$ cat src/sv/bppw_pkg.sv
package bppw_pkg;

    localparam int unsigned AddrWidth  = 19;
    localparam int unsigned CoordWidth = 8;
    localparam int unsigned ColorWidth = 8;
    localparam int unsigned PlaneWidth = 3;
    localparam int unsigned BaseWidth  = 8;
    localparam int unsigned ModeWidth  = 6;
    localparam int unsigned CfgWidth   = 8;

    typedef enum logic [0:0] {
        CFG_SCREEN_BASE = 1'b0,
        CFG_SCREEN_MODE = 1'b1
    } cfg_index_t;

    typedef enum logic [1:0] {
        DEPTH_2BPP    = 2'd0,
        DEPTH_4BPP    = 2'd1,
        DEPTH_8BPP    = 2'd2,
        DEPTH_8BPP_HI = 2'd3
    } depth_t;

    typedef enum logic [1:0] {
        HEIGHT_128    = 2'd0,
        HEIGHT_160    = 2'd1,
        HEIGHT_192    = 2'd2,
        HEIGHT_OBJECT = 2'd3
    } height_t;

    typedef struct packed {
        logic [CoordWidth-1:0] x;
        logic [CoordWidth-1:0] y;
        logic [ColorWidth-1:0] color;
    } req_t;

    typedef struct packed {
        logic [AddrWidth-1:0]  byte_address;
        logic [2:0]            bit_position;
        logic                  bit_value;
        logic [PlaneWidth-1:0] plane;
        logic                  last;
    } result_t;

    typedef struct packed {
        logic [AddrWidth-1:0]  row_addr;
        logic [PlaneWidth-1:0] last_plane;
    } job_t;

endpackage

$ cat src/sv/bitplane_pixel_plot_writer.sv
// Plots one pixel into a planar tile screen by issuing one bit-write per bitplane.
// A plot request (x, y, colour) is taken at a rising edge where start is high and
// busy is low. The configuration channel (cfg_valid, cfg_ready, cfg_index,
// cfg_data) writes the screen base and the screen mode; it should only be used
// while no plot is outstanding. cfg_ready is always high.
// Each request gives 2, 4 or 8 results, one per cycle in plane order, each shown
// on result for exactly one cycle with result_valid high; the final one has last set.
// The first result appears once the request has passed the job registers and the result
// register, and the others follow in consecutive cycles.
// The single plane counter steps the write sequence, one write for each of the 2, 4
// or 8 bitplanes that the colour depth selects.
// busy drops in the cycle before the last write of a request appears, so the next
// request is taken then and its writes follow with no gap.
// Reset clears both configuration registers and abandons any writes in progress.
// The receiver has no means to stall the results and must take one every cycle.
module bitplane_pixel_plot_writer
(
    input  logic                           clk,
    input  logic                           rst_n,
    input  logic                           start,
    output logic                           busy,
    input  bppw_pkg::req_t                 req,
    output logic                           result_valid,
    output bppw_pkg::result_t              result,
    input  logic                           cfg_valid,
    output logic                           cfg_ready,
    input  logic [0:0]                     cfg_index,
    input  logic [bppw_pkg::CfgWidth-1:0]  cfg_data
);

    logic [bppw_pkg::BaseWidth-1:0]  screen_base_reg;
    logic [bppw_pkg::ModeWidth-1:0]  screen_mode_reg;
    logic                            active_reg;
    logic                            active_next;
    logic [bppw_pkg::PlaneWidth-1:0] plane_reg;
    logic [bppw_pkg::PlaneWidth-1:0] plane_next;
    bppw_pkg::job_t                  job_reg;
    bppw_pkg::job_t                  job_next;
    bppw_pkg::job_t                  job_calc;
    logic [2:0]                      bitpos_reg;
    logic [2:0]                      bitpos_next;
    logic [bppw_pkg::ColorWidth-1:0] color_reg;
    logic [bppw_pkg::ColorWidth-1:0] color_next;
    logic                            result_valid_reg;
    logic                            result_valid_next;
    bppw_pkg::result_t               result_reg;
    bppw_pkg::result_t               result_next;
    logic                            accept;
    logic                            on_last;
    bppw_pkg::cfg_index_t            cfg_sel;

    assign cfg_ready = 1'b1;
    assign cfg_sel   = bppw_pkg::cfg_index_t'(cfg_index);

    always_ff @(posedge clk or negedge rst_n)
    begin
        if (!rst_n)
        begin
            screen_base_reg <= '0;
            screen_mode_reg <= '0;
        end
        else if (cfg_valid)
        begin
            unique case (cfg_sel)
                bppw_pkg::CFG_SCREEN_BASE:
                begin
                    screen_base_reg <= cfg_data;
                end
                default:
                begin
                    screen_mode_reg <= cfg_data[bppw_pkg::ModeWidth-1:0];
                end
            endcase
        end
    end

    bppw_addr u_addr
    (
        .x           (req.x),
        .y           (req.y),
        .screen_base (screen_base_reg),
        .screen_mode (screen_mode_reg),
        .job         (job_calc)
    );

    assign on_last = (plane_reg == job_reg.last_plane);
    assign busy    = active_reg && !on_last;
    assign accept  = start && !busy;

    always_comb
    begin
        active_next = active_reg;
        plane_next  = plane_reg;
        job_next    = job_reg;
        bitpos_next = bitpos_reg;
        color_next  = color_reg;
        if (accept)
        begin
            active_next = 1'b1;
            plane_next  = '0;
            job_next    = job_calc;
            bitpos_next = ~req.x[2:0];
            color_next  = req.color;
        end
        else if (active_reg)
        begin
            if (on_last)
            begin
                active_next = 1'b0;
            end
            else
            begin
                plane_next = plane_reg + 3'd1;
            end
        end
    end

    always_comb
    begin
        result_valid_next        = active_reg;
        result_next.byte_address = job_reg.row_addr
                                 + {13'b0, plane_reg[2:1], 4'b0}
                                 + {18'b0, plane_reg[0]};
        result_next.bit_position = bitpos_reg;
        result_next.bit_value    = color_reg[plane_reg];
        result_next.plane        = plane_reg;
        result_next.last         = on_last;
    end

    always_ff @(posedge clk or negedge rst_n)
    begin
        if (!rst_n)
        begin
            active_reg       <= 1'b0;
            plane_reg        <= '0;
            result_valid_reg <= 1'b0;
        end
        else
        begin
            active_reg       <= active_next;
            plane_reg        <= plane_next;
            result_valid_reg <= result_valid_next;
        end
    end

    always_ff @(posedge clk)
    begin
        job_reg    <= job_next;
        bitpos_reg <= bitpos_next;
        color_reg  <= color_next;
        result_reg <= result_next;
    end

    assign result_valid = result_valid_reg;
    assign result       = result_reg;

endmodule

$ cat src/sv/bppw_addr.sv
module bppw_addr
(
    input  logic [bppw_pkg::CoordWidth-1:0] x,
    input  logic [bppw_pkg::CoordWidth-1:0] y,
    input  logic [bppw_pkg::BaseWidth-1:0]  screen_base,
    input  logic [bppw_pkg::ModeWidth-1:0]  screen_mode,
    output bppw_pkg::job_t                  job
);

    logic [4:0]                    col;
    logic [4:0]                    row;
    logic [9:0]                    tile;
    logic [15:0]                   tile_offset;
    logic [bppw_pkg::PlaneWidth-1:0] last_plane;
    bppw_pkg::height_t             height;
    bppw_pkg::depth_t              depth;

    assign col    = x[7:3];
    assign row    = y[7:3];
    assign height = bppw_pkg::height_t'({screen_mode[5], screen_mode[2]});
    assign depth  = bppw_pkg::depth_t'(screen_mode[1:0]);

    always_comb
    begin
        unique case (height)
            bppw_pkg::HEIGHT_128:
            begin
                tile = {1'b0, col, 4'b0} + {5'b0, row};
            end
            bppw_pkg::HEIGHT_160:
            begin
                tile = {1'b0, col, 4'b0} + {3'b0, col, 2'b0} + {5'b0, row};
            end
            bppw_pkg::HEIGHT_192:
            begin
                tile = {1'b0, col, 4'b0} + {2'b0, col, 3'b0} + {5'b0, row};
            end
            default:
            begin
                tile = {y[7], x[7], y[6:3], x[6:3]};
            end
        endcase
    end

    always_comb
    begin
        unique case (depth)
            bppw_pkg::DEPTH_2BPP:
            begin
                tile_offset = {2'b0, tile, 4'b0};
                last_plane  = 3'd1;
            end
            bppw_pkg::DEPTH_4BPP:
            begin
                tile_offset = {1'b0, tile, 5'b0};
                last_plane  = 3'd3;
            end
            default:
            begin
                tile_offset = {tile, 6'b0};
                last_plane  = 3'd7;
            end
        endcase
    end

    assign job.last_plane = last_plane;
    assign job.row_addr   = {1'b0, screen_base, 10'b0} + {3'b0, tile_offset}
                          + {15'b0, y[2:0], 1'b0};

endmodule

$ cat config.mk
export PLATFORM = sky130hd
export DESIGN_NAME = bitplane_pixel_plot_writer
export DESIGN_NICKNAME = d
export VERILOG_FILES = /design/src/sv/bppw_pkg.sv /design/src/sv/bitplane_pixel_plot_writer.sv /design/src/sv/bppw_addr.sv
export SDC_FILE = /design/constraint.sdc
export NUM_CORES = 1
export LEC_CHECK = 0
export ABC_AREA = 1
export BUFFER_PORTS_ARGS = -buffer_cell sky130_fd_sc_hd__buf_4
export CAP_MARGIN = 20
export CORE_MARGIN = 3
export CORE_UTILIZATION = 47
export CTS_CLUSTER_DIAMETER = 120
export DETAILED_ROUTE_END_ITERATION = 12
export PLACE_DENSITY_LB_ADDON = 0.05
export SYNTH_ARGS = -nofsm -noshare
export SYNTH_HDL_FRONTEND = slang
export SYNTH_HIERARCHICAL = 1
export SYNTH_SLANG_ARGS = --single-unit
$ cat constraint.sdc
create_clock -name clk -period 3.36 [get_ports clk]
set_input_delay 0 -clock clk [delete_from_list [all_inputs] [get_ports clk]]
set_output_delay 0 -clock clk [all_outputs]
set_load 0.02 [all_outputs]
Yosys cells after proc, flatten, opt, wreduce, memory -nomap -nowiden
Index checks and enable logic that the tools add are counted.

word-level totals
  bits in registers = 79
  latch bits = 0
  memory bits (writable) = 0
  ROM bits = 0
  bits of input ports = 37
  output and inout bits = 30
  word-level logic and storage cells = 53
  memories = 0

cells by class
  add/sub/neg operators = 10
  multipliers = 0
  div/mod/pow operators = 0
  $lt $le $gt $ge = 1
  equality and inequality tests = 5
  shift operators = 0
  muxes and demuxes = 11
  bitwise operators = 2
  reductions and logical operators = 10

operator list
  kind                   count
  $pmux W16 S2           1
  $pmux W10 S3           1
  $add A10 B5 Y10        2
  $add A18 B16 Y19       1
  $add A19 B1 Y19        1
  $add A19 B4 Y19        1
  $add A19 B6 Y19        1
  $add A9 B5 Y10         1
  $add A9 B7 Y10         1
  $add A9 B8 Y10         1
  $mux W3                3
  $pmux W3 S2            1
  $reduce_and A2 Y1      3
  $eq A2 B1 Y1 const B   2
  $logic_not A2 Y1       2
  $lt A3 B4 Y1 const B   1
  $mux W1                4
  $add A3 B1 Y3 const B  1
  $bmux W1 S3            1
  $eq A3 B3 Y1           1
  $not A3 Y3             1
  $eq A2 B2 Y1 const B   1
  $logic_and A1 B1 Y1    2
  $logic_not A1 Y1       2
  3 further kinds        3

Longest topological paths before layout
  word-level depth = 7
  mapped depth = 21
  mapped depth without buffers = 21

By module
Netlist, hierarchy kept.

modules (own cells, without submodules)
  module                      times used  cells each  area each (um2)  sequential area each (um2)
  bitplane_pixel_plot_writer  1           260         2952.8           2006.9
  bppw_addr                   1           244         1426.4           0.0

Worst setup path after synthesis
No wires, ideal clock.

  kind = input -> register
  start point = input req[15] (netlist name)
  end point = register job_reg[19] (netlist name), data pin
  library setup time = 0.264 ns
  data arrival time = 2.898 ns
  required time = 3.096 ns
  slack = 0.198 ns
  stages = 18
  path buffers = 0
  path through = fa_1 > ha_1 > inv_1 > fa_1 > o21ai_1 > a21oi_1 > o21ai_1 > o21ai_1 > nand2_1 > nand2_1 > a21oi_1 > ha_1 > inv_1 > fa_1 > o21ai_0 > a21oi_1 > o21bai_1 > xor2_1

RTL lines
  element                 line                               text
  start: declaration      bitplane_pixel_plot_writer.sv:22   input bppw_pkg::req_t req,
  end signal: assignment  bitplane_pixel_plot_writer.sv:148  job_reg <= job_next;
  end: declaration        bitplane_pixel_plot_writer.sv:37   bppw_pkg::job_t job_reg;

==> results.toml <==
[status]
outcome = "finished clean"

[final_layout]
final_cell_mix = "nand2_1, buf_4, inv_1"
area.sequential_um2 = 1957
multi_input_area_um2 = 1996
drive_gt1_frac = 0.1980
mostFrequentLayoutCell = "nand2_1"
largest_register_ffs = 27
antennaDiodeCount = 0
fin_nets = 669
area_delta_synth_final_pct = 25.13
fill_cells = 783
fin_cells = 709

[pwr]
intPower_uw = 2180
p_leak_uw = 0.002647
switching_share = 0.3610
switching_power_uw = 1232
peakVddDrop_mv = 0.2551
finalPower_uw = 3411
pwr-share-clk = 0.216
pwr-share-comb = 0.372
pwr_density_cell_nw_per_um2 = 632.3
seqPwrFrac = 0.412

[sta]
fin_skew_ps = 11.00
fin_ws_ps = 237.5
period_minus_slack_ps = 3122
tns_ps = 0
slew_headroom = 0.5903
setup_viol = 0
fmax_ghz = 0.3203
period_share = 0.9293
slew_viol_final = 0
rsz0062_at_grt = "false"
max_slew.worst_pin.slew_ps = 613.9
finalHoldViolCount = 0

[critical_path]
criticalPathCategory = "input port to register"
cp-end-kind = "register"
worst-r2r-cell-count = 15
crit_fanout = 3
cp.required_ps = 3450
crit_top_cell = "o21ai_1"
arrival_ps = 3210
crit_slowest_cell = "fa_1"
critPathMaxStageDelay_ps = 540
cp_cell_sequence = "buf_4 > fa_1 > ha_1 > inv_1 > fa_1 > o21ai_1 > a21oi_1 > o21ai_1 > o21ai_1 > nand2_1 > nand2_1 > a21oi_1 > ha_1 > inv_1 > fa_1 > o21ai_1 > a21oi_1 > o21bai_1 > xor2_1"
cp-start-kind = "input port"

[synth]
syn_nets = 571
synthCells = 498
synth_area_per_cell_um2 = 8.658
synth_area_um2 = 4312
yosys_warnings = 6

[route]
drcViolationCount = 0
drtIter0Drc = 121
routed_wl_um = 9003
antenna_violating_nets_post_route = 0
vias = 3520
dr.pass1.iters = 5
post_drt_wl_per_cell_um = 12.70
vias_per_cell = 4.965

[die]
dieHeight_um = 101.8
rows = 34
die_w_um = 101.8
core_area_um2 = 8806
io_pins = 67
start_util = 0.4896
fp.dieArea_um2 = 10360

[flow_run]
drv_cap = 0

[grt]
grt_max_degree = 19
globalRouteTotalUtil = 0.1877
grt_pass1_vias = 3496
antenna_found_initial = 0
grt_pass1_wl_um = 15350
overflow = 0

[worst_hold_path]
hold_path.class = "input port to async pin"

[cts]
cts_sinks = 77
clkLatencyLatePin_ps = 340
cts_root_buffer = "clkbuf_8"
cts_tree = "built"
clk_pin_slew_worst_paths_ps = 80
numCtsBuffers = 9
cts_buffer_depth = 2
htree_levels = 3
postCtsSetupRepairBufs = 0

[place]
place.gp.congestion = 0.8566
pre_cts_ws_ps = -147.0
io_buffers = 65
placed_cells = 669
hpwl_um = 6863
layer usage:
| layer | track usage | share of wire |
|---|---|---|
| met1 | 0.2285 | 0.45 |
| met2 | 0.3300 | 0.49 |
| met3 | 0.03857 | 0.047 |
| met4 | 0.06442 | 0.019 |
| met5 | 0 | 0 |
path summary, 6_finish.rpt:
| kind | startpoint | slack [ps] | to |
|---|---|---|---|
| setup / recovery | req[15] | 240 | job_reg[19]$_DFFE_PP_ |
| hold / removal | rst_n | 70 | plane_reg[2]$_DFFE_PN0P_ |
| setup reg to reg | screen_mode_reg[2]$_DFFE_PN0P_ | 400 | job_reg[19]$_DFFE_PP_ |
| hold reg to reg | bitpos_reg[0]$_DFFE_PP_ | 340 | result[5]$_DFF_P_ |
| max in group asynchronous | rst_n | 3080 | plane_reg[1]$_DFFE_PN0P_ |
| min in group clk | cfg_valid | 70 | screen_mode_reg[0]$_DFFE_PN0P_ |
cell type report:
| cell class | instances | area share |
|---|---|---|
| Multi-Input combinational cell | 333 | 0.3699 |
| Sequential cell | 77 | 0.3627 |
| Timing Repair Buffer | 99 | 0.1489 |
| Inverter | 76 | 0.05288 |
| Clock buffer | 11 | 0.02829 |
| Tap cell | 108 | 0.02505 |
| Clock inverter | 5 | 0.01229 |
what timing repair did:
item                                    CTS  global route
gates resized for setup                   0             3
hold endpoints to repair                 47             0
endpoints found under the setup margin    0             3
hold buffers                             24             0
power by group through the flow:
stage          Combinational [uW]  Clock, uW  Sequential, uW
6_report                     1270        735            1410
5_1_grt                      1440        798            1430
4_1_cts                      1280        763            1410
3_5_place_dp                 1250          0            1430
3_3_place_gp                 1230          0            1420
2_1_floorplan                 698          0            1530
worst max-delay path: cells and delay by family:
| family | cells | cell delay [ps] |
|---|---|---|
| XOR/XNOR | 1 | 90 |
| buffers and inverters | 3 | 270 |
| AO/OA/AOI/OAI | 8 | 980 |
| adder cells (fa/ha/maj) | 5 | 1740 |
| AND/OR/NAND/NOR | 2 | 110 |
per-stage QoR:
stage                     utilization  hold WS, ps  area [um2]
after CTS                      0.6120        44.10        5389
after detailed placement       0.5598       -106.8        4930
after floorplan                     -       -295.6        4312
after global placement         0.5598       -109.0        4930
final                          0.6127        66.16        5395
after global routing           0.6127        70.64        5395
Note: power is estimated with default switching activity, not from simulation.
